File: src/sv/sukt_pkg.sv
// ----------------------------------------------------------------------------
// sukt_pkg
// Shared types and constants for the sorted unique key table.
// ----------------------------------------------------------------------------
package sukt_pkg;

	localparam int TABLE_DEPTH = 64;
	localparam int IDX_W = $clog2(TABLE_DEPTH);
	localparam int CNT_W = $clog2(TABLE_DEPTH + 1);
	localparam int KEY_W = 32;
	localparam int VAL_W = 16;
	localparam int RIDX_W = 6;
	localparam int POS_W = 7;

	typedef enum logic [1:0] {
		OP_INSERT = 2'd0,
		OP_FIND   = 2'd1,
		OP_READ   = 2'd2,
		OP_UNDEF  = 2'd3
	} op_t;

	typedef enum logic [2:0] {
		ST_OK       = 3'd0,
		ST_DUP      = 3'd1,
		ST_NOTFOUND = 3'd2,
		ST_FULL     = 3'd3,
		ST_RANGE    = 3'd4
	} status_t;

	typedef struct packed {
		logic [KEY_W-1:0] key;
		logic             kind;
		logic [VAL_W-1:0] value;
	} entry_t;

endpackage

File: src/sv/sukt_if.sv
// ----------------------------------------------------------------------------
// sukt request and result channels
// Valid/ready channels carrying one request or one result.
// ----------------------------------------------------------------------------
interface sukt_req_if;
	logic        valid;
	logic        ready;
	logic [1:0]  operation;
	logic [31:0] part_key;
	logic        entry_kind;
	logic [15:0] entry_value;
	logic [5:0]  read_index;

	modport source (output valid, operation, part_key, entry_kind, entry_value, read_index,
		input ready);
	modport sink (input valid, operation, part_key, entry_kind, entry_value, read_index,
		output ready);
endinterface

interface sukt_res_if;
	logic        valid;
	logic        ready;
	logic [2:0]  status;
	logic [6:0]  position;
	logic [31:0] found_key;
	logic        found_kind;
	logic [15:0] found_value;
	logic [6:0]  entry_count;

	modport source (output valid, status, position, found_key, found_kind, found_value,
		entry_count, input ready);
	modport sink (input valid, status, position, found_key, found_kind, found_value,
		entry_count, output ready);
endinterface

File: src/sv/sukt_mem.sv
// ----------------------------------------------------------------------------
// sukt_mem
// Entry store: one write port, one read port with registered read data.
// ----------------------------------------------------------------------------
module sukt_mem (
	input  logic                  clk,
	input  logic                  rd_en,
	input  logic [sukt_pkg::IDX_W-1:0] rd_addr,
	output sukt_pkg::entry_t      rd_data,
	input  logic                  wr_en,
	input  logic [sukt_pkg::IDX_W-1:0] wr_addr,
	input  sukt_pkg::entry_t      wr_data
);
	import sukt_pkg::*;

	entry_t mem [TABLE_DEPTH];

	always_ff @(posedge clk) begin
		if (wr_en) begin
			mem[wr_addr] <= wr_data;
		end
		if (rd_en) begin
			rd_data <= mem[rd_addr];
		end
	end

endmodule

File: src/sv/sorted_unique_key_table.sv
// ----------------------------------------------------------------------------
// sorted_unique_key_table
// Table of unique keys kept in ascending order, with insert, find and read.
// ----------------------------------------------------------------------------
//  Channel  Direction  Carries
//  req      in         operation, key, kind, value, read index
//  res      out        status, position, entry fields, entry count
//
// Insert and find run a binary search, one store read per probe, with at most
// ceil(log2(count+1)) probes; a new insert then moves each larger entry up by
// one, reading it and writing it back, and finally writes the new entry. An
// in-range read reads the store once; any other request needs no store access.
// Reset empties the table; the store itself is not cleared.
// A new request is taken while a result still waits; its own result then
// stalls until the waiting one has been taken.
module sorted_unique_key_table (
	input  logic       clk,
	input  logic       arst_n,
	sukt_req_if.sink   req,
	sukt_res_if.source res
);
	import sukt_pkg::*;

	typedef enum logic [2:0] {
		S_IDLE, S_SEARCH, S_PROBE, S_DECIDE, S_SHIFT, S_SHIFT_WR, S_READ, S_FINISH
	} state_t;

	state_t             state_q;
	logic [CNT_W-1:0]   count_q;
	logic [CNT_W-1:0]   lo_q;
	logic [CNT_W-1:0]   hi_q;
	logic [CNT_W-1:0]   j_q;
	logic [CNT_W-1:0]   mid_q;
	logic               hit_q;
	entry_t             hit_data_q;
	op_t                op_q;
	entry_t             new_q;
	status_t            res_status_q;
	logic [POS_W-1:0]   res_pos_q;
	entry_t             res_data_q;
	logic               out_valid_q;

	logic               rd_en;
	logic [IDX_W-1:0]   rd_addr;
	entry_t             rd_data;
	logic               wr_en;
	logic [IDX_W-1:0]   wr_addr;
	entry_t             wr_data;
	logic [CNT_W:0]     mid_sum;
	logic [CNT_W-1:0]   mid;
	logic               accept;
	logic [CNT_W-1:0]   ridx_ext;

	assign accept = req.valid && req.ready;
	assign req.ready = (state_q == S_IDLE);
	assign mid_sum = {1'b0, lo_q} + {1'b0, hi_q};
	assign mid = mid_sum[CNT_W:1];
	assign ridx_ext = CNT_W'(req.read_index);

	sukt_mem u_mem (
		.clk     (clk),
		.rd_en   (rd_en),
		.rd_addr (rd_addr),
		.rd_data (rd_data),
		.wr_en   (wr_en),
		.wr_addr (wr_addr),
		.wr_data (wr_data)
	);

	always_comb begin
		rd_en = 1'b0;
		rd_addr = '0;
		wr_en = 1'b0;
		wr_addr = '0;
		wr_data = new_q;
		unique case (state_q)
			S_IDLE: begin
				rd_en = accept && (op_t'(req.operation) == OP_READ) && (ridx_ext < count_q);
				rd_addr = IDX_W'(req.read_index);
			end
			S_SEARCH: begin
				rd_en = (lo_q < hi_q);
				rd_addr = mid[IDX_W-1:0];
			end
			S_SHIFT: begin
				if (j_q > lo_q) begin
					rd_en = 1'b1;
					rd_addr = IDX_W'(j_q - CNT_W'(1));
				end else begin
					wr_en = 1'b1;
					wr_addr = lo_q[IDX_W-1:0];
				end
			end
			S_SHIFT_WR: begin
				wr_en = 1'b1;
				wr_addr = j_q[IDX_W-1:0];
				wr_data = rd_data;
			end
			default: begin
			end
		endcase
	end

	always_ff @(posedge clk or negedge arst_n) begin
		if (!arst_n) begin
			state_q <= S_IDLE;
			count_q <= '0;
			out_valid_q <= 1'b0;
		end else begin
			if ((state_q == S_FINISH) && (!out_valid_q || res.ready)) begin
				out_valid_q <= 1'b1;
			end else if (out_valid_q && res.ready) begin
				out_valid_q <= 1'b0;
			end
			unique case (state_q)
				S_IDLE: begin
					if (accept) begin
						op_q <= op_t'(req.operation);
						new_q <= '{key: req.part_key, kind: req.entry_kind,
							value: req.entry_value};
						lo_q <= '0;
						hi_q <= count_q;
						hit_q <= 1'b0;
						res_data_q <= '0;
						unique case (op_t'(req.operation))
							OP_INSERT, OP_FIND: begin
								state_q <= S_SEARCH;
							end
							OP_READ: begin
								res_pos_q <= POS_W'(req.read_index);
								if (ridx_ext < count_q) begin
									res_status_q <= ST_OK;
									state_q <= S_READ;
								end else begin
									res_status_q <= ST_RANGE;
									state_q <= S_FINISH;
								end
							end
							OP_UNDEF: begin
								res_status_q <= ST_RANGE;
								res_pos_q <= POS_W'(count_q);
								state_q <= S_FINISH;
							end
						endcase
					end
				end
				S_SEARCH: begin
					mid_q <= mid;
					state_q <= (lo_q < hi_q) ? S_PROBE : S_DECIDE;
				end
				S_PROBE: begin
					if (rd_data.key < new_q.key) begin
						lo_q <= mid_q + CNT_W'(1);
					end else begin
						hi_q <= mid_q;
						if (rd_data.key == new_q.key) begin
							hit_q <= 1'b1;
							hit_data_q <= rd_data;
						end
					end
					state_q <= S_SEARCH;
				end
				S_DECIDE: begin
					if (hit_q) begin
						res_status_q <= (op_q == OP_INSERT) ? ST_DUP : ST_OK;
						res_pos_q <= POS_W'(lo_q);
						res_data_q <= hit_data_q;
						state_q <= S_FINISH;
					end else if (op_q == OP_FIND) begin
						res_status_q <= ST_NOTFOUND;
						res_pos_q <= POS_W'(count_q);
						state_q <= S_FINISH;
					end else if (count_q == CNT_W'(TABLE_DEPTH)) begin
						res_status_q <= ST_FULL;
						res_pos_q <= POS_W'(count_q);
						state_q <= S_FINISH;
					end else begin
						j_q <= count_q;
						state_q <= S_SHIFT;
					end
				end
				S_SHIFT: begin
					if (j_q > lo_q) begin
						state_q <= S_SHIFT_WR;
					end else begin
						count_q <= count_q + CNT_W'(1);
						res_status_q <= ST_OK;
						res_pos_q <= POS_W'(lo_q);
						res_data_q <= new_q;
						state_q <= S_FINISH;
					end
				end
				S_SHIFT_WR: begin
					j_q <= j_q - CNT_W'(1);
					state_q <= S_SHIFT;
				end
				S_READ: begin
					res_data_q <= rd_data;
					state_q <= S_FINISH;
				end
				S_FINISH: begin
					if (!out_valid_q || res.ready) begin
						res.status <= res_status_q;
						res.position <= res_pos_q;
						res.found_key <= res_data_q.key;
						res.found_kind <= res_data_q.kind;
						res.found_value <= res_data_q.value;
						res.entry_count <= POS_W'(count_q);
						state_q <= S_IDLE;
					end
				end
				default: begin
					state_q <= S_IDLE;
				end
			endcase
		end
	end

	assign res.valid = out_valid_q;

	a_count_bound: assert property (@(posedge clk) disable iff (!arst_n)
		count_q <= CNT_W'(TABLE_DEPTH))
		else $error("entry count exceeds table depth");

	a_count_step: assert property (@(posedge clk) disable iff (!arst_n)
		(count_q != $past(count_q)) |-> (count_q == $past(count_q) + CNT_W'(1)))
		else $error("entry count changed by other than one");

	a_write_busy: assert property (@(posedge clk) disable iff (!arst_n)
		wr_en |-> (state_q == S_SHIFT || state_q == S_SHIFT_WR))
		else $error("store written outside an insert");

	a_search_order: assert property (@(posedge clk) disable iff (!arst_n)
		(state_q == S_SEARCH) |-> (lo_q <= hi_q))
		else $error("search bounds crossed");

endmodule

File: src/flat_wrapper.sv
// flat-port wrapper written by rule: the top's interface ports become plain ports
module sorted_unique_key_table_flat import sukt_pkg::*;
  (clk, arst_n, req_valid, req_operation, req_part_key, req_entry_kind, req_entry_value, req_read_index, req_ready, res_valid, res_status, res_position, res_found_key, res_found_kind, res_found_value, res_entry_count, res_ready);
  sukt_req_if req_i ();
  sukt_res_if res_i ();
  input  logic clk;
  input  logic arst_n;
  input wire logic [$bits(req_i.valid)-1:0] req_valid;
  input wire logic [$bits(req_i.operation)-1:0] req_operation;
  input wire logic [$bits(req_i.part_key)-1:0] req_part_key;
  input wire logic [$bits(req_i.entry_kind)-1:0] req_entry_kind;
  input wire logic [$bits(req_i.entry_value)-1:0] req_entry_value;
  input wire logic [$bits(req_i.read_index)-1:0] req_read_index;
  output wire logic [$bits(req_i.ready)-1:0] req_ready;
  output wire logic [$bits(res_i.valid)-1:0] res_valid;
  output wire logic [$bits(res_i.status)-1:0] res_status;
  output wire logic [$bits(res_i.position)-1:0] res_position;
  output wire logic [$bits(res_i.found_key)-1:0] res_found_key;
  output wire logic [$bits(res_i.found_kind)-1:0] res_found_kind;
  output wire logic [$bits(res_i.found_value)-1:0] res_found_value;
  output wire logic [$bits(res_i.entry_count)-1:0] res_entry_count;
  input wire logic [$bits(res_i.ready)-1:0] res_ready;
  assign req_i.valid = req_valid;
  assign req_i.operation = req_operation;
  assign req_i.part_key = req_part_key;
  assign req_i.entry_kind = req_entry_kind;
  assign req_i.entry_value = req_entry_value;
  assign req_i.read_index = req_read_index;
  assign req_ready = req_i.ready;
  assign res_valid = res_i.valid;
  assign res_status = res_i.status;
  assign res_position = res_i.position;
  assign res_found_key = res_i.found_key;
  assign res_found_kind = res_i.found_kind;
  assign res_found_value = res_i.found_value;
  assign res_entry_count = res_i.entry_count;
  assign res_i.ready = res_ready;
  sorted_unique_key_table u_core (.clk(clk), .arst_n(arst_n), .req(req_i), .res(res_i));
endmodule
File: config.mk
export PLATFORM = sky130hd
export DESIGN_NAME = sorted_unique_key_table_flat
export DESIGN_NICKNAME = d
export VERILOG_FILES = /design/src/sv/sukt_pkg.sv /design/src/sv/sukt_if.sv /design/src/sv/sukt_mem.sv /design/src/sv/sorted_unique_key_table.sv /design/src/flat_wrapper.sv
export SDC_FILE = /design/constraint.sdc
export NUM_CORES = 2
export LEC_CHECK = 0
export BUFFER_PORTS_ARGS = -buffer_cell sky130_fd_sc_hd__buf_2
export CORE_UTILIZATION = 45
export CTS_BUF_LIST = sky130_fd_sc_hd__clkbuf_8
export DETAILED_ROUTE_END_ITERATION = 16
export SLEW_MARGIN = 20
export SYNTH_ARGS = -nofsm -noshare
export SYNTH_HDL_FRONTEND = slang
export SYNTH_SLANG_ARGS = --single-unit
File: constraint.sdc
create_clock -name clk -period 8.3 [get_ports clk]
set_input_delay 1.66 -clock clk [delete_from_list [all_inputs] [get_ports clk]]
set_output_delay 1.66 -clock clk [all_outputs]
set_load 0.05 [all_outputs]
# Word level (Yosys, flattened, before mapping)
# Memories as Yosys holds them, arrays and structs flattened. A register that Yosys moved wholly into a read port is not among the register bits.
# Index checks and enable logic that the tools add are counted.
[word_totals]
register_bits = 265
ram_bits = 3136
wordCells = 147
n_memories = 1
[op_classes]
addsub = 4
order_cmp = 4
n_eq_ne = 25
muxes = 57
bitwise_logic = 2
n_reduce_logical = 28
[memory_table]
columns = ["memory", "depth", "width", "read_ports", "rd_clocked_by_memory_dff", "write_ports", "line", "text"]
rows = [
  ["u_core.u_mem.mem", 64, 49, 1, 1, 1, "sukt_mem.sv:16", "entry_t mem [TABLE_DEPTH];"],
]
[ops]
columns = ["operator", "count"]
rows = [
  ["$mux 49", 4],
  ["$pmux 49 s4", 1],
  ["$mux 7", 12],
  ["$pmux 7 s2", 4],
  ["$eq 32x32->1", 1],
  ["$lt 32x32->1", 1],
  ["$mux 3", 10],
  ["$pmux 3 s8", 1],
  ["$pmux 7 s3", 1],
  ["$pmux 3 s3", 2],
  ["$pmux 6 s3", 1],
  ["$reduce_and 5->1", 3],
  ["$add 7x1->7 const B", 2],
  ["$ne 2x2->1 const B", 7],
  ["$eq 3x3->1 const B", 4],
  ["$mux 1", 12],
  ["$mux 6", 2],
  ["$pmux 6 s2", 1],
  ["$reduce_and 4->1", 3],
  ["$add 7x7->8", 1],
  ["$eq 7x7->1 const B", 1],
  ["$gt 7x7->1", 1],
  ["$lt 6x7->1", 1],
  ["$lt 7x7->1", 1],
  ["other kinds (25)", 43],
]

# Depth between registers and ports, before layout
[logic_depth]
depth_word = 5
mapped_depth = 18

# By module
# Synthesis repeated with hierarchy kept, for this count alone.
[hier_totals]
hier_cells = 6223
hier_area_um2 = 132400.7
[modules_own_cells]
columns = ["module", "n_inst", "cells_each", "area_per_inst_um2"]
rows = [
  ["sukt_mem", 1, 5283, 120490.6],
  ["sorted_unique_key_table", 1, 940, 11910.2],
]

# Worst setup path before layout
# No wires, ideal clock.
[synth_timing]
path_type = "input to register"
from = "input port req_valid"
to = "register u_core.res_data_q[0] (netlist name), enable pin"
setup_time_ns = 0.529
arrival_time_ns = 5.451
t_required_ns = 7.771
path_slack_ns = 2.320
stages = 2
n_path_buf = 0
path_cell_list = "o211ai_1 a211oi_1"
[synth_between]
elab_chain_len = 3
[synth_lines]
columns = ["item", "line", "text"]
rows = [
  ["start: declaration", "flat_wrapper.sv:8", "input wire logic [$bits(req_i.valid)-1:0] req_valid;"],
  ["$logic_and 1x1->1", "sorted_unique_key_table.sv:54", "assign accept = req.valid && req.ready;"],
  ["$ne 2x2->1 (no source line)", "--", ""],
  ["$reduce_and 5->1 (no source line)", "--", ""],
  ["end signal: assignment", "sorted_unique_key_table.sv:167", "res_data_q <= hit_data_q;"],
  ["end signal: assignment", "sorted_unique_key_table.sv:189", "res_data_q <= new_q;"],
  ["end signal: assignment", "sorted_unique_key_table.sv:198", "res_data_q <= rd_data;"],
  ["end: declaration", "sorted_unique_key_table.sv:40", "entry_t res_data_q;"],
]
# Every way passes these cells.
# A chain may end at the register's enable or synchronous reset.

# Worst setup path in the final report
[layout_timing]
from = "register u_core.lo_q[4]"
to = "register u_core.u_mem.rd_data[47] (netlist name)"
[layout_between]
elab_chain_len = 3
[layout_lines]
columns = ["item", "line", "text"]
rows = [
  ["start: declaration", "sorted_unique_key_table.sv:30", "logic [CNT_W-1:0] lo_q;"],
  ["start signal: assignment", "sorted_unique_key_table.sv:153", "lo_q <= mid_q + CNT_W'(1);"],
  ["$gt 7x7->1", "sorted_unique_key_table.sv:86", "if (j_q > lo_q) begin"],
  ["$mux 6 or $mux 1 (tied branches)", "sorted_unique_key_table.sv:86", ""],
  ["$pmux 6 s3 or $pmux 1 s3 (tied branches)", "sorted_unique_key_table.sv:76", "unique case (state_q)"],
]
# Parallel ways exist; a longest one is shown, timed or not.

==> results.ini <==
[logic_synthesis]
synth_top_area_share_pct=75.4
ys_types=69
synth-edff-count=3439
synthTopCellsByArea=edfxtp_1, nand2_1, mux2i_1, a21oi_1, a211oi_1
yosys.area_share.simple_pct=8.93
synth_nets=9586
yosys.area_share.adder_pct=0.563
yosysMostFrequentCell=edfxtp_1
synth_xor_area_share_pct=0.134
synth_cells=9464
synth_top_cell_by_area=edfxtp_1
ys_ff_latch=3450
synthFlopType=edfxtp_1
synthMuxAreaShare_pct=3.10
syn-cell-area_mm2=0.137
yosys_warnings=0
ys_seq_area_share_pct=75.6
synth_compound_area_share_pct=9.61
synth_common_cells=edfxtp_1, nand2_1, a21oi_1
async_flop_share_pct=0.319
avgSynthCellArea_um2=14.5
synth_top_family_by_area=compound AO/OA/AOI/OAI gates

[cts]
cts_made_buffers=559
cts_hold_buf=0
clkTransAtPathRegs_ns=0.06
cts_sinks=3450
cts-resized-gates=0
ctsRootBufferMaster=clkbuf_8
h-tree-depth=6
cts_tree=yes
clk_latency_ns=1.05
post_cts_buffers=0
clockBufferDepth=4

[critical_path]
critPathArrivalTime_ns=6.75
end_kind=flop
max_stage_delay_ns=0.76
crit_path_cell_trace=inv_1 -> ha_1 -> a211o_1 -> a21oi_1 -> a21o_1 -> o22a_4 -> buf_4 -> nor2_4 -> buf_4 -> a311o_1 -> nand2b_1 -> a221oi_1 -> or4_1
crit_type=reg -> reg
path_common_cell=buf_4
cp_num_buf_inv=3
cp_top_family=compound AO/OA/AOI/OAI gates
cp_max_fo=40
critPathRequiredTime_ns=9.20
cp-start-kind=flop
cpMaxStageDelayCell=buf_4

[sta]
slew_viol_final=0
clock.fmax_mhz=171
setup_ws_ns=2.44
timing.hold.ws_ns=0.402
worst_clock_skew_ns=0.0499
relSlewSlack_pct=14.1
worstMarginPinSlew_ns=1.28
fin_crit_sh_pct=70.6
hold_viol_final=0
setup_tns_ns=0
rsz0062_at_grt=false
fin_crit_ns=5.86
setup_violations=0

[placement]
io_buffers=128
dp_hpwl_mm=221
gp_congestion=0.881
place_ws_ns=2.20

[routing]
final_antenna_net_count=0
vias_per_cell=6.06
via_count=86000
drc_errors=0
drt_iter0_drc=10200
dr.pass1.iters=9
wl_per_cell_um=28.0
wirelength_mm=397

[floorplan]
ios=129
core_mm2=0.303
dieHeight_um=554
start_util_pct=45.3
row_count=202
dieWidth_um=554
die_area_mm2=0.307

[power]
peakVddDrop_uv=370
total_power_w=0.0558
p_leak_nw=51.9
power_density_mw_per_mm2=363

[global_route]
gr-total-overflow=0
grt_pass1_wl_mm=572
grt_usage_pct=25.2
antenna_found_initial=34
grt_max_degree=135
grt_pass1_vias=83000

[outcome]
status=finished clean

[finish]
fillers=25200
layout-drive-gt1-share_pct=12.3
num-nets-final=9912
seq_area_mm2=0.104
synthToLayoutAreaGrowth_pct=12.1
multi_input_area_mm2=0.0318

[run]
max_cap_violations=0

[worst_hold_path]
hold_path.class=reg -> reg

[layout make-up]
class                   instances  area share (%)
diodes                         10          0.0163
clock buffers                 580            5.20
clock inverters               381            1.18
inverters                      67           0.164
multi-input cells            5318            20.7
flip-flops and latches       3450            67.4
well taps                    3978            3.24
repair buffers                394            2.07
[worst paths after layout]
path / to / slack (ns) / cells after the start / startpoint
max: u_core.u_mem.rd_data[47]$_DFFE_PP_ / 2.44 / 13 / u_core.lo_q[4]$_SDFFCE_PN0P_
min: u_core.res.found_value[12]$_DFFE_PP_ / 0.40 / 0 / u_core.res_data_q[12]$_DFFE_PP_
max reg2reg: u_core.u_mem.rd_data[47]$_DFFE_PP_ / 2.44 / 13 / u_core.lo_q[4]$_SDFFCE_PN0P_
min reg2reg: u_core.res.found_value[12]$_DFFE_PP_ / 0.40 / 0 / u_core.res_data_q[12]$_DFFE_PP_
max in group asynchronous: u_core.state_q[1]$_DFFE_PN0P_ / 7.44 / 1 / arst_n
min in group asynchronous: u_core.state_q[2]$_DFFE_PN0P_ / 0.54 / 1 / arst_n
[stage by stage]
step | util (%) | cell area, µm² | std cells
floorplan | - | 137000 | 9464
global route | 50.7 | 154000 | 14200
CTS | 50.7 | 153000 | 14200
detailed placement | 47.4 | 144000 | 13200
finish | 50.7 | 154000 | 14200
global placement | 47.4 | 144000 | 13200
[cells in the final DEF (no fill, tap or decap), types with 53 or more instances in the layout]
cell type	count
a31oi_1	188
a32o_1	126
buf_2	128
nor2_1	86
nor3_1	53
a22oi_1	97
clkinv_1	122
a32oi_1	138
a221oi_1	61
clkbuf_8	580
ha_1	60
inv_1	243
a21oi_1	611
and3_1	226
buf_4	224
mux2i_1	389
nor2_4	71
a211oi_1	223
nand2_1	1937
nand3_1	277
o21ai_0	169
edfxtp_1	3439
[where the power goes]
part	internal [W]	leakage [nW]	switching (W)	total, W
Sequential	0.0233	31.2	0.000854	0.0241
Clock	0.00663	5.65	0.00662	0.0132
Combinational	0.00478	15.0	0.0136	0.0184
Total	0.0347	51.9	0.0211	0.0558
[cell families (layout without fill, tap and decap cells)]
| family | count (synthesis) | after routing |
|---|---|---|
| XOR/XNOR | 21 | 21 |
| flip-flops | 3450 | 3450 |
| AND/OR/NAND/NOR | 2845 | 2845 |
| multiplexers | 420 | 420 |
| other | 0 | 10 |
| adder cells (fa/ha/maj) | 61 | 61 |
| AO/OA/AOI/OAI | 1971 | 1971 |
| buffers and inverters | 696 | 1422 |
[per-layer routing]
| metal | wire [µm] | global-route usage [%] | vias to the layer above |
|---|---|---|---|
| met5 | 63 | 0 | - |
| met4 | 9230 | 7.09 | 10 |
| met3 | 42200 | 5.43 | 653 |
| met2 | 180000 | 38.8 | 4683 |
| met1 | 166000 | 36.2 | 43600 |
| li1 | - | - | 37100 |
[registers in the layout, summed over array words and instances, names as in the netlist]
| name | cells |
|---|---|
| u_core.count_q | 7 |
| u_core.hi_q | 7 |
| u_core.hit_data_q | 49 |
| u_core.hit_q | 1 |
| u_core.j_q | 7 |
| u_core.lo_q | 7 |
| u_core.mid_q | 7 |
| u_core.new_q | 49 |
| u_core.op_q | 2 |
| u_core.res.entry_count | 7 |
| u_core.res.found_key | 32 |
| u_core.res.found_kind | 1 |
| u_core.res.found_value | 16 |
| u_core.res.position | 7 |
| u_core.res.status | 3 |
| u_core.res.valid | 1 |
| u_core.res_data_q | 49 |
| u_core.res_pos_q | 7 |
| u_core.res_status_q | 3 |
| u_core.state_q | 3 |
| u_core.u_mem.mem | 3136 |
| u_core.u_mem.rd_data | 49 |
Note: power is estimated with default switching activity, not from simulation.
